$ cat config.mk
export PLATFORM = sky130hd
export DESIGN_NAME = least_loaded_row_assign_core
export DESIGN_NICKNAME = d
export VERILOG_FILES = /design/src/rtl/llra_pkg.sv /design/src/rtl/llra_ctrl.sv /design/src/rtl/llra_dp.sv /design/src/rtl/least_loaded_row_assign_core.sv
export SDC_FILE = /design/constraint.sdc
export NUM_CORES = 1
export LEC_CHECK = 0
export ABC_CLOCK_PERIOD_IN_PS = 7650
export BUFFER_PORTS_ARGS = -buffer_cell sky130_fd_sc_hd__buf_2
export CAP_MARGIN = 10
export CORE_MARGIN = 8
export CORE_UTILIZATION = 50
export DETAILED_ROUTE_END_ITERATION = 16
export MAX_ROUTING_LAYER = met4
export PLACE_DENSITY_LB_ADDON = 0.25
export SLEW_MARGIN = 30
export SYNTH_ARGS = -nofsm -noshare
export SYNTH_HDL_FRONTEND = slang
export SYNTH_SLANG_ARGS = --single-unit
export TNS_END_PERCENT = 10
$ cat constraint.sdc
create_clock -name clock -period 7.65 [get_ports clock]
set_clock_uncertainty 0.2 [all_clocks]
set_input_delay 1.53 -clock clock [delete_from_list [all_inputs] [get_ports clock]]
set_output_delay 1.53 -clock clock [all_outputs]
set_load 0.1 [all_outputs]
$ cat src/rtl/llra_pkg.sv
// ----------------------------------------------------------------------------
// llra_pkg
// Shared types and constants for the least loaded row assign block.
// ----------------------------------------------------------------------------
package llra_pkg;

   localparam int WIDTH_W    = 12;
   localparam int FILL_W     = 16;
   localparam int ROW_IDX_W  = 6;
   localparam int ROW_CNT_W  = 7;
   localparam int GAP_W      = 10;
   localparam int CSR_IDX_W  = 2;
   localparam int CSR_DATA_W = 10;

   localparam logic [CSR_IDX_W-1:0] CSR_ROW_COUNT = 2'd0;
   localparam logic [CSR_IDX_W-1:0] CSR_GAP       = 2'd1;

   localparam logic [ROW_CNT_W-1:0] ROW_COUNT_RST = 7'd1;
   localparam logic [GAP_W-1:0]     GAP_RST       = 10'd0;

   localparam logic [FILL_W-1:0] FILL_MAX = 16'hFFFF;

   typedef struct packed {
      logic take_item;
      logic rd_min;
      logic rd_max;
      logic commit;
      logic clear_wr;
      logic load_rsp;
   } cmd_type;

   typedef struct packed {
      logic item_last;
      logic rsp_busy;
   } sts_type;

endpackage

$ cat src/rtl/llra_ctrl.sv
// ----------------------------------------------------------------------------
// llra_ctrl
// Sequencer: clear sweep, minimum scan, commit, widest-fill sweep, result.
// ----------------------------------------------------------------------------
module llra_ctrl #(
   parameter int MAX_ROWS = 64,
   localparam int AW = (MAX_ROWS > 1) ? $clog2(MAX_ROWS) : 1
) (
   input  logic                clock,
   input  logic                reset,
   input  logic                req_valid,
   output logic                req_ready,
   input  llra_pkg::sts_type   sts,
   input  logic [AW-1:0]       n_last,
   output llra_pkg::cmd_type   cmd,
   output logic [AW-1:0]       addr
);

   localparam logic [AW-1:0] LAST_ADDR = AW'(MAX_ROWS - 1);

   localparam logic [2:0] S_CLEAR    = 3'd0;
   localparam logic [2:0] S_IDLE     = 3'd1;
   localparam logic [2:0] S_SCAN     = 3'd2;
   localparam logic [2:0] S_SCAN_END = 3'd3;
   localparam logic [2:0] S_COMMIT   = 3'd4;
   localparam logic [2:0] S_DRAIN    = 3'd5;
   localparam logic [2:0] S_OUT      = 3'd6;

   logic [2:0]    state_ff, state_in;
   logic [AW-1:0] cnt_ff, cnt_in;
   logic          maxm_ff, maxm_in;

   always_comb begin
      state_in  = state_ff;
      cnt_in    = cnt_ff;
      maxm_in   = maxm_ff;
      cmd       = '0;
      req_ready = 1'b0;
      addr      = cnt_ff;
      case (state_ff)
         S_CLEAR: begin
            cmd.clear_wr = 1'b1;
            cmd.rd_max   = maxm_ff && (cnt_ff <= n_last);
            if (cnt_ff == LAST_ADDR) begin
               cnt_in   = '0;
               state_in = maxm_ff ? S_DRAIN : S_IDLE;
            end else begin
               cnt_in = AW'(cnt_ff + 1'b1);
            end
         end
         S_IDLE: begin
            req_ready = 1'b1;
            if (req_valid) begin
               cmd.take_item = 1'b1;
               cnt_in        = '0;
               state_in      = S_SCAN;
            end
         end
         S_SCAN: begin
            cmd.rd_min = 1'b1;
            if (cnt_ff == n_last) begin
               cnt_in   = '0;
               state_in = S_SCAN_END;
            end else begin
               cnt_in = AW'(cnt_ff + 1'b1);
            end
         end
         S_SCAN_END: begin
            state_in = S_COMMIT;
         end
         S_COMMIT: begin
            cmd.commit = 1'b1;
            if (sts.item_last) begin
               maxm_in  = 1'b1;
               cnt_in   = '0;
               state_in = S_CLEAR;
            end else begin
               state_in = S_OUT;
            end
         end
         S_DRAIN: begin
            state_in = S_OUT;
         end
         S_OUT: begin
            if (!sts.rsp_busy) begin
               cmd.load_rsp = 1'b1;
               maxm_in      = 1'b0;
               state_in     = S_IDLE;
            end
         end
         default: begin
            state_in = S_IDLE;
         end
      endcase
   end

   always_ff @(posedge clock) begin
      if (reset) begin
         state_ff <= S_CLEAR;
         cnt_ff   <= '0;
         maxm_ff  <= 1'b0;
      end else begin
         state_ff <= state_in;
         cnt_ff   <= cnt_in;
         maxm_ff  <= maxm_in;
      end
   end

endmodule

$ cat src/rtl/llra_dp.sv
// ----------------------------------------------------------------------------
// llra_dp
// Datapath: registers, row fill memory, min/max accumulators, result register.
// ----------------------------------------------------------------------------
module llra_dp #(
   parameter int MAX_ROWS = 64,
   localparam int AW = (MAX_ROWS > 1) ? $clog2(MAX_ROWS) : 1
) (
   input  logic                                   clock,
   input  logic                                   reset,
   input  logic                                   csr_valid,
   output logic                                   csr_ready,
   input  logic [llra_pkg::CSR_IDX_W-1:0]         csr_index,
   input  logic [llra_pkg::CSR_DATA_W-1:0]        csr_data,
   input  logic [llra_pkg::WIDTH_W-1:0]           req_item_width,
   input  logic                                   req_pass_last,
   output logic                                   rsp_valid,
   input  logic                                   rsp_ready,
   output logic [llra_pkg::ROW_IDX_W-1:0]         rsp_row_index,
   output logic [llra_pkg::FILL_W-1:0]            rsp_start_pos,
   output logic [llra_pkg::FILL_W-1:0]            rsp_widest_fill,
   output logic                                   rsp_fill_saturated,
   output logic                                   rsp_pass_done,
   input  llra_pkg::cmd_type                      cmd,
   input  logic [AW-1:0]                          addr,
   output llra_pkg::sts_type                      sts,
   output logic [AW-1:0]                          n_last
);

   localparam int FW = llra_pkg::FILL_W;

   logic [llra_pkg::ROW_CNT_W-1:0] row_count_ff;
   logic [llra_pkg::GAP_W-1:0]     gap_ff, pass_gap_ff;
   logic                           fresh_ff, sat_ff;
   logic [llra_pkg::WIDTH_W-1:0]   width_ff;
   logic                           last_ff;

   logic [FW:0]    mem [MAX_ROWS];
   logic [FW:0]    rd_data_ff;
   logic [AW-1:0]  rd_idx_ff;
   logic           rd_min_ff, rd_max_ff;
   logic [FW-1:0]  min_ff, max_ff;
   logic [AW-1:0]  best_ff;

   logic [llra_pkg::ROW_IDX_W-1:0] row_index_ff;
   logic [FW-1:0]  start_ff, widest_ff;
   logic           osat_ff, done_ff, rsp_valid_ff;

   logic [FW-1:0]  rd_fill;
   logic [FW:0]    sum;
   logic [FW-1:0]  new_fill;
   logic           wr_en;
   logic [AW-1:0]  wr_addr;
   logic [FW:0]    wr_data;
   logic [31:0]    rc_ext;

   assign csr_ready = 1'b1;

   always_comb begin
      rc_ext = 32'(row_count_ff);
      if (rc_ext == 32'd0) begin
         n_last = '0;
      end else if (rc_ext > 32'(MAX_ROWS)) begin
         n_last = AW'(MAX_ROWS - 1);
      end else begin
         n_last = AW'(rc_ext - 32'd1);
      end
   end

   assign rd_fill  = rd_data_ff[FW] ? rd_data_ff[FW-1:0] : FW'(pass_gap_ff);
   assign sum      = (FW+1)'(min_ff) + (FW+1)'(width_ff) + (FW+1)'(gap_ff);
   assign new_fill = sum[FW] ? llra_pkg::FILL_MAX : sum[FW-1:0];

   always_comb begin
      wr_en   = cmd.commit || cmd.clear_wr;
      wr_addr = cmd.commit ? best_ff : addr;
      wr_data = cmd.commit ? {1'b1, new_fill} : '0;
   end

   always_ff @(posedge clock) begin
      if (wr_en) begin
         mem[wr_addr] <= wr_data;
      end
      if (cmd.rd_min || cmd.rd_max) begin
         rd_data_ff <= mem[addr];
      end
      rd_idx_ff <= addr;
   end

   always_ff @(posedge clock) begin
      if (reset) begin
         row_count_ff <= llra_pkg::ROW_COUNT_RST;
         gap_ff       <= llra_pkg::GAP_RST;
      end else if (csr_valid) begin
         case (csr_index)
            llra_pkg::CSR_ROW_COUNT: row_count_ff <= csr_data[llra_pkg::ROW_CNT_W-1:0];
            llra_pkg::CSR_GAP:       gap_ff       <= csr_data[llra_pkg::GAP_W-1:0];
            default: begin
            end
         endcase
      end
   end

   always_ff @(posedge clock) begin
      if (reset) begin
         fresh_ff     <= 1'b1;
         sat_ff       <= 1'b0;
         rd_min_ff    <= 1'b0;
         rd_max_ff    <= 1'b0;
         rsp_valid_ff <= 1'b0;
      end else begin
         rd_min_ff <= cmd.rd_min;
         rd_max_ff <= cmd.rd_max;
         if (cmd.take_item && fresh_ff) begin
            fresh_ff <= 1'b0;
            sat_ff   <= 1'b0;
         end else if (cmd.commit) begin
            sat_ff <= sat_ff | sum[FW];
         end else if (cmd.load_rsp && last_ff) begin
            fresh_ff <= 1'b1;
            sat_ff   <= 1'b0;
         end
         if (cmd.load_rsp) begin
            rsp_valid_ff <= 1'b1;
         end else if (rsp_ready) begin
            rsp_valid_ff <= 1'b0;
         end
      end
   end

   always_ff @(posedge clock) begin
      if (cmd.take_item) begin
         width_ff <= req_item_width;
         last_ff  <= req_pass_last;
         min_ff   <= llra_pkg::FILL_MAX;
         best_ff  <= '0;
         max_ff   <= '0;
         if (fresh_ff) begin
            pass_gap_ff <= gap_ff;
         end
      end else begin
         if (rd_min_ff && (rd_fill < min_ff)) begin
            min_ff  <= rd_fill;
            best_ff <= rd_idx_ff;
         end
         if (rd_max_ff && (rd_fill > max_ff)) begin
            max_ff <= rd_fill;
         end
      end
      if (cmd.load_rsp) begin
         row_index_ff <= llra_pkg::ROW_IDX_W'(best_ff);
         start_ff     <= min_ff;
         widest_ff    <= last_ff ? max_ff : '0;
         osat_ff      <= sat_ff;
         done_ff      <= last_ff;
      end
   end

   assign sts.item_last = last_ff;
   assign sts.rsp_busy  = rsp_valid_ff && !rsp_ready;

   assign rsp_valid          = rsp_valid_ff;
   assign rsp_row_index      = row_index_ff;
   assign rsp_start_pos      = start_ff;
   assign rsp_widest_fill    = widest_ff;
   assign rsp_fill_saturated = osat_ff;
   assign rsp_pass_done      = done_ff;

endmodule

$ cat src/rtl/least_loaded_row_assign_core.sv
// ----------------------------------------------------------------------------
// least_loaded_row_assign_core
// Greedy least-loaded row placement of item widths, one pass at a time.
// ----------------------------------------------------------------------------
// Usage:
//   csr_*  : register writes, csr_index 0 = row_count, 1 = gap; always ready.
//            Write only while the block is idle.
//   req_*  : one beat per item (width, pass_last), taken one at a time.
//   rsp_*  : one beat per item; held in an output register until taken.
// Scan: after acceptance, the row fill memory is scanned one row a cycle
//   over the N active rows, N being the active row count, for the least
//   filled row. The last item of a pass adds a widest-fill sweep over all
//   MAX_ROWS rows, which also marks every row stale for the next pass.
// Flow: the next item is accepted only after the previous one is loaded.
// Reset: clears control state and runs a sweep over every row of the fill
//   memory; req_ready stays low until it is done.
// Stall: a held result does not block acceptance or the scan of the next
//   item; that item waits for the output register before it is loaded.
// ----------------------------------------------------------------------------
module least_loaded_row_assign_core #(
   parameter int MAX_ROWS = 64
) (
   input  logic                                   clock,
   input  logic                                   reset,
   input  logic                                   csr_valid,
   output logic                                   csr_ready,
   input  logic [llra_pkg::CSR_IDX_W-1:0]         csr_index,
   input  logic [llra_pkg::CSR_DATA_W-1:0]        csr_data,
   input  logic                                   req_valid,
   output logic                                   req_ready,
   input  logic [llra_pkg::WIDTH_W-1:0]           req_item_width,
   input  logic                                   req_pass_last,
   output logic                                   rsp_valid,
   input  logic                                   rsp_ready,
   output logic [llra_pkg::ROW_IDX_W-1:0]         rsp_row_index,
   output logic [llra_pkg::FILL_W-1:0]            rsp_start_pos,
   output logic [llra_pkg::FILL_W-1:0]            rsp_widest_fill,
   output logic                                   rsp_fill_saturated,
   output logic                                   rsp_pass_done
);

   localparam int AW = (MAX_ROWS > 1) ? $clog2(MAX_ROWS) : 1;

   llra_pkg::cmd_type cmd;
   llra_pkg::sts_type sts;
   logic [AW-1:0]     addr;
   logic [AW-1:0]     n_last;

   llra_ctrl #(
      .MAX_ROWS (MAX_ROWS)
   ) u_ctrl (
      .clock     (clock),
      .reset     (reset),
      .req_valid (req_valid),
      .req_ready (req_ready),
      .sts       (sts),
      .n_last    (n_last),
      .cmd       (cmd),
      .addr      (addr)
   );

   llra_dp #(
      .MAX_ROWS (MAX_ROWS)
   ) u_dp (
      .clock              (clock),
      .reset              (reset),
      .csr_valid          (csr_valid),
      .csr_ready          (csr_ready),
      .csr_index          (csr_index),
      .csr_data           (csr_data),
      .req_item_width     (req_item_width),
      .req_pass_last      (req_pass_last),
      .rsp_valid          (rsp_valid),
      .rsp_ready          (rsp_ready),
      .rsp_row_index      (rsp_row_index),
      .rsp_start_pos      (rsp_start_pos),
      .rsp_widest_fill    (rsp_widest_fill),
      .rsp_fill_saturated (rsp_fill_saturated),
      .rsp_pass_done      (rsp_pass_done),
      .cmd                (cmd),
      .addr               (addr),
      .sts                (sts),
      .n_last             (n_last)
   );

endmodule

==> implementation parameters, run 1 <==
Parameter                              Value

Flow run
  Max-capacitance violation count ... 0

Die
  Std cell rows ... 115
  Io pins ... 73
  Die Span Y ... 331 µm
  Overall die width ... 331 µm
  Full die area ... 0.109 mm²
  Initial cell density of the core ... 0.504
  Floorplan Core Area ... 0.0983 mm²

Clocking
  CTS sink count ... 1244
  CTS max path bufs ... 3
  Clock slew seen by the registers of the worst setup and hold paths ... 0.06 ns
  Total of hold buffers inserted after clock tree synthesis ... 0
  Clk Latency, worst-skew pair ... 0.72 ns
  CTS tree ... yes
  Resized cells post-CTS ... 0
  Number of buffers inserted during clock tree synthesis ... 121
  Number of buffers inserted to repair setup after CTS ... 0
  CTS H-tree lvls ... 3
  Cell at the root of the clock tree ... clkbuf_16

Global route
  Overflow left after global routing ... 0
  GRT Resource Usage Total ... 0.228
  Pin count of the biggest net entering global routing ... 123
  Via count of the first global-routing pass ... 25268
  Antenna violations before repair ... 2
  Global-route wire length before repair ... 176 mm

Placement
  IO Port Bufs ... 71
  Global placement routability congestion ... 0.873
  Estimated wirelength of the detail-placed design ... 72.3 mm
  Cell area after placement ... 0.0518 mm²

Timing
  Final min period ... 4.34 ns
  Worst slew pin tran ... 1.02 ns
  Setup repair after global routing missed its margin ... no
  Setup_tns ... 0 ns
  Achievable Freq ... 230 MHz
  Pins Over Slew Limit ... 0
  Final number of hold-violating endpoints ... 0
  Worst slew margin relative to its limit ... 0.320
  Fin crit share ... 0.568
  Worst Hold Margin ... 0.254 ns
  Final setup viols ... 0

Synth
  Portion of the post-synthesis area used by sequential elements ... 0.739
  Synthesized cell area ... 0.0495 mm²
  Post-synth EDFFs ... 1168
  Asr flop ratio synth ... 0
  Synthesized area divided by synthesized cell count ... 19.9 µm²
  Distinct cell type count after synthesis ... 67
  Synth warnings ... 0
  Synth Register Bits ... 1244
  Post-Synthesis Net Count ... 2582
  Top_reg_cell synth ... edfxtp_1
  Number of instances in the synthesized netlist ... 2487
  Area fraction of the dominant cell type after synthesis ... 0.708
  Largest cells by area after synthesis ... edfxtp_1, mux4_2, dfxtp_1
  Library cell occupying the most area in the post-synthesis netlist ... edfxtp_1

Setup path
  Max FO, Critical Path ... 15
  Worst endpoint required time ... 5.92 ns
  Crit path cell chain ... nor2b_1, nor2b_1, buf_2
  CP Capture Type ... output pin
  Startpoint type of the worst setup path ... flip-flop
  Crit-path max cell delay ... 0.62 ns
  Worst path arrival time ... 2.61 ns
  Critical Setup Path Class ... flip-flop to output pin
  Combined buffer and inverter count along the critical path ... 1
  Cell occurring most often along the worst timing path ... nor2b_1
  Top cell family by delay on the critical path ... simple AND/OR/NAND/NOR gates
  Slowest stage cell on the critical path ... dfxtp_1

Power
  Combinational group share of total power ... 0.040
  Worst voltage drop across the vdd grid ... 0.213 mV
  Part of the power in registers ... 0.534
  Switching power ... 2880 µW
  Switching power as a share of total power ... 0.207
  Internal power consumption ... 11000 µW
  Fraction of power consumed by the clock network ... 0.426
  Leakage dissipation ... 0.0182 µW
  Pwr dens ... 249 mW/mm²

Routing
  Drt initial violations ... 2603
  DRT antenna net count ... 0
  Via density ... 6.23
  DRC Markers ... 0
  Avg WL per Cell ... 30.0 µm
  Total number of vias ... 25016
  Number of search-and-repair iterations in the first detailed-routing pass ... 6
  Wirelength, routed ... 121 mm

Final layout
  Most common cell after layout, fill and taps aside ... edfxtp_1
  Nets ... 2724
  Post-route cell area ... 0.0559 mm²
  Number of diodes added for antenna fixing ... 0
  Most frequent cells in the layout ... edfxtp_1, mux4_2, clkbuf_16, nor2_1, nand2_1
  Area added between synthesis and finish ... 12.8%
  Share of cells above drive strength 1 ... 0.261
  Count of filler cells inserted in the layout ... 7189

Run status
  Outcome ... completed

Worst hold path
  Path category of the worst min-delay check ... flip-flop to flip-flop
## state kept, by name (all words and copies together), names as in the netlist, 3 cells and up
signal and cells:
u_dp.min_ff 16, u_dp.mem 1088, u_dp.max_ff 16, u_dp.rd_data_ff 17
u_dp.gap_ff 10, u_ctrl.state_ff 3, u_dp.best_ff 6, u_dp.rd_idx_ff 6
u_dp.rsp_start_pos 16, u_dp.rsp_row_index 6, u_dp.rsp_widest_fill 16, u_dp.pass_gap_ff 10
u_dp.width_ff 12, u_ctrl.addr 6, u_dp.row_count_ff 7
## cells by family after synthesis
family	count (synthesis)	share of synthesized area
simple gates	348	0.0314
other cells	1	0.0000757
xor+xnor	13	0.00230
mux	408	0.162
compound gates	221	0.0294
buf+inv	185	0.0180
fa+ha+maj	67	0.0185
flops	1244	0.739
## cell type report
| cell class | instances | area (µm²) | share of cell area |
|---|---|---|---|
| sequential | 1244 | 36600 | 0.655 |
| multi-input combinational | 1058 | 12500 | 0.224 |
| clock buffer | 151 | 3180 | 0.0569 |
| tap | 1287 | 1610 | 0.0288 |
| timing repair buffer | 147 | 987 | 0.0177 |
| clock inverter | 74 | 769 | 0.0138 |
| inverter | 57 | 216 | 0.00387 |
## synthesized netlist by cell type, drive strengths merged (19+ instances only)
cell type  number
clkbuf         54
buf            74
ha             54
nor3           25
nand3          36
nor2          147
inv            57
mux2           23
nand2          80
mux2i          75
mux4          310
edfxtp       1168
o21ai          43
o22ai          19
a21oi          63
dfxtp          76
## per-layer routing
metal | wire [µm] | vias up | GRT usage | part of all wire
met2 | 58700 | 1123 | 0.359 | 0.49
met4 | 2910 | 0 | 0.0572 | 0.024
met1 | 49400 | 13248 | 0.312 | 0.41
met3 | 9660 | 188 | 0.0396 | 0.080
li1 | - | 10457 | - | -
met5 | 0 | - | - | 0
## power groups by stage
stage / Combinational, µW / Sequential (µW) / Clock (µW)
after detailed placement: 556 / 7570 / 0
after floorplan: 408 / 7540 / 0
after global placement: 545 / 7570 / 0
final: 555 / 7430 / 5930
after global routing: 590 / 7430 / 6260
after CTS: 558 / 7430 / 6010
## path summary, 6_finish.rpt
path                         from                  to  slack [ns]  depth (start not counted)
max reg2reg  u_dp.row_count_ff[2]  u_dp.rd_data_ff[9]        3.34                         11
min             u_dp.rd_idx_ff[0]     u_dp.best_ff[0]        0.25                          2
min reg2reg     u_dp.rd_idx_ff[0]     u_dp.best_ff[0]        0.25                          2
max            u_ctrl.state_ff[0]           req_ready        3.31                          3
## through the flow
step | instances | util | total power [µW] | worst slack [ns]
floorplan | 2487 | - | 7940 | 1.68
global placement | 3791 | 0.526 | 8110 | 2.77
detailed placement | 3792 | 0.527 | 8130 | 3.22
CTS | 4017 | 0.567 | 14000 | 3.20
global route | 4018 | 0.569 | 14300 | 3.21
finish | 4018 | 0.569 | 13900 | 3.31
## tightest hold or removal path: cells and delay by family (launching register included)
kind,cells,cell delay (ns)
AOI/OAI and AO/OA,1,0.05
and+or+nand+nor,1,0.06
DFF,1,0.30
Power figures use the tool's default switching activity.
==> run 2, diff against run 1 <==
ABC_AREA = 1   (was not set)
ABC_CLOCK_PERIOD_IN_PS = 4300   (was 7650)
clock period = 4.3 ns   (was 7.65 ns; I/O delays follow)
==> run 2 against run 1 <==
First-iteration DRC count rose by 43%. Global-route usage rose by 0.86 points. Worst hold slack got worse by 0.10 ns. Combinational power rose to 14 times the previous value. Sequential share of layout area fell by 1.2 points. Register-to-register slack got worse by 2.6 ns. Highest routed layer unchanged.
==> implementation parameters, run 2 <==
Parameter                              Value

Run status
  Outcome ... completed

Synth
  List of most frequent post-synthesis cells ... edfxtp_1, nor2_1, o21ai_0, nand2_1, nand3_1
  Synthesized area divided by synthesized cell count ... 12.1 µm²
  Post-Synthesis Net Count ... 4302
  Portion of the post-synthesis area used by sequential elements ... 0.719
  Largest cells by area after synthesis ... edfxtp_1, nor2_1, o21ai_0
  Top_reg_cell synth ... edfxtp_1
  Library cell with the highest instance count after synthesis ... edfxtp_1
  Area fraction of the dominant cell type after synthesis ... 0.689
  Synth warnings ... 0
  Library cell occupying the most area in the post-synthesis netlist ... edfxtp_1
  Synth Register Bits ... 1244
  Number of instances in the synthesized netlist ... 4207
  Distinct cell type count after synthesis ... 46
  Post-synth EDFFs ... 1168
  Asr flop ratio synth ... 0
  Synthesized cell area ... 0.0509 mm²

Setup path
  Startpoint type of the worst setup path ... flip-flop
  Max FO, Critical Path ... 64
  Worst path arrival time ... 3.77 ns
  Reg-to-Reg Start ... u_dp.min_ff[1]
  Source of the critical timing path ... u_dp.min_ff[1]
  CP Capture Type ... flip-flop
  Worst endpoint required time ... 4.49 ns
  Critical Setup Path Class ... flip-flop to flip-flop

Global route
  Antenna violations before repair ... 2
  Overflow left after global routing ... 0
  Global-route wire length before repair ... 197 mm
  GRT Resource Usage Total ... 0.236
  Via count of the first global-routing pass ... 31024
  Pin count of the biggest net entering global routing ... 145

Final layout
  Largest reg by FF count ... u_dp.mem
  Multi-input gate area in the final layout ... 0.0127 mm²
  Flip-flop count of the largest register, all copies and words added ... 1088
  Most common cell after layout, fill and taps aside ... edfxtp_1
  Share of cells above drive strength 1 ... 0.100
  Nets ... 4379
  Area added between synthesis and finish ... 11.8%
  FF/Latch Area ... 0.0366 mm²
  Count of filler cells inserted in the layout ... 8256
  Post-layout instance count excluding filler cells ... 5759
  Post-route cell area ... 0.0569 mm²
  Most frequent cells in the layout ... edfxtp_1, nor2_1, o21ai_0, nand2_1, nand3_1
  Largest registers ... u_dp.mem x1088, u_dp.rd_data_ff x17

Flow run
  Max-capacitance violation count ... 0

Routing
  DRT antenna net count ... 0
  Drt initial violations ... 3730
  Total number of vias ... 33191
  Via density ... 5.76
  DRC Markers ... 0
  Wirelength, routed ... 132 mm
  Number of search-and-repair iterations in the first detailed-routing pass ... 5
  Avg WL per Cell ... 23.0 µm

Timing
  Final number of hold-violating endpoints ... 0
  Pins Over Slew Limit ... 0
  Final setup viols ... 0
  Final min period ... 3.58 ns
  Worst slew pin tran ... 0.900 ns
  Fin crit share ... 0.832
  Setup repair after global routing missed its margin ... no
  Achievable Freq ... 280 MHz
  Worst slew margin relative to its limit ... 0.398

Die
  Initial cell density of the core ... 0.502
  Floorplan Core Area ... 0.101 mm²
  Overall die width ... 335 µm
  Io pins ... 73
  Die Span Y ... 335 µm
  Full die area ... 0.112 mm²
  Std cell rows ... 117

Worst hold path
  Path category of the worst min-delay check ... primary input to flip-flop
  Hold path startpoint ... req_item_width[11]

Clocking
  Clk Latency, worst-skew pair ... 0.70 ns
  Cell at the root of the clock tree ... clkbuf_16
  Clock slew seen by the registers of the worst setup and hold paths ... 0.06 ns
  Resized cells post-CTS ... 0
  CTS tree ... yes
  Total of hold buffers inserted after clock tree synthesis ... 0
  Number of buffers inserted during clock tree synthesis ... 121
  CTS H-tree lvls ... 3
  Number of buffers inserted to repair setup after CTS ... 0
  CTS sink count ... 1244
  CTS max path bufs ... 3

Placement
  Cell area after placement ... 0.0532 mm²
  Count of placed standard cells including taps ... 5529
  IO Port Bufs ... 71
  Estimated wirelength of the detail-placed design ... 75.8 mm
  Global placement routability congestion ... 0.876

Power
  Leakage dissipation ... 0.0193 µW
  Pwr dens ... 558 mW/mm²
  Worst voltage drop across the vdd grid ... 0.673 mV
  Overall Power ... 31700 µW
[run 2: cell count changes after synthesis, moves of 114 or more]
cell      delta
nor2_1     +640
mux4_2     -310
nand2_1    +423
nand3_1    +198
o211ai_1   +114
o21ai_0    +529
[run 2: power by group]
| group | internal, µW | total, µW | switching, µW | leakage, µW |
|---|---|---|---|---|
| Combinational | 2230 | 7870 | 5640 | 0.00688 |
| Clock | 5500 | 9880 | 4380 | 0.00179 |
| Sequential | 13700 | 14000 | 336 | 0.0107 |
[run 2: final cells by class]
cell class,instances,share of cell area
Sequential cell,1244,0.644
Multi-Input combinational cell,2569,0.223
Clock buffer,153,0.0566
Tap cell,1368,0.0301
Timing Repair Buffer,210,0.0294
Inverter,138,0.00928
Clock inverter,70,0.00774
Antenna cell,7,0.000308
[run 2: cells by family after synthesis]
kind of cell               share of synthesized area
AOI/OAI and AO/OA                             0.0988
and+or+nand+nor                                0.128
xor gates and xnor gates                     0.00241
other                                      0.0000737
DFF                                            0.719
buffers and inverters                         0.0339
adders and majority gates                     0.0176
[run 2: metrics by stage]
stage | util | hold slack (ns) | TNS [ns] | setup WS, ns
2_1_floorplan | - | 0.154 | -43.18 | -0.635
3_3_place_gp | 0.525 | 0.211 | 0 | 0.755
3_5_place_dp | 0.525 | 0.217 | 0 | 0.770
4_1_cts | 0.561 | 0.109 | 0 | 0.732
5_1_grt | 0.561 | 0.133 | 0 | 0.534
6_report | 0.562 | 0.149 | 0 | 0.722
[run 2: metal layers]
metal	vias up	GRT usage	share of wire
li1	15278	-	-
met1	16268	0.318	0.41
met2	1400	0.368	0.47
met3	245	0.0360	0.083
met4	0	0.0841	0.035
met5	-	-	0
[run 2: final timing paths]
kind                          to  slack [ns]  depth (start not counted)
max             u_dp.mem[41][11]        0.72                         15
min            u_dp.width_ff[11]        0.15                          1
min reg2reg  u_dp.pass_gap_ff[2]        0.23                          0
max reg2reg     u_dp.mem[41][11]        0.72                         15
[run 2: critical path, stage by stage (launching register included)]
cell and delay [ns]:
dfxtp_1 0.35, inv_1 0.09, fa_1 0.53, inv_1 0.04, ha_1 0.21, fa_1 0.46, nand3_1 0.08, nand2_1 0.13
nand3_1 0.10, nand2_1 0.08, nand3_1 0.08, nand2_1 0.06, xor2_1 0.15, nand2_1 0.08, nand2_2 0.06, buf_4 0.51
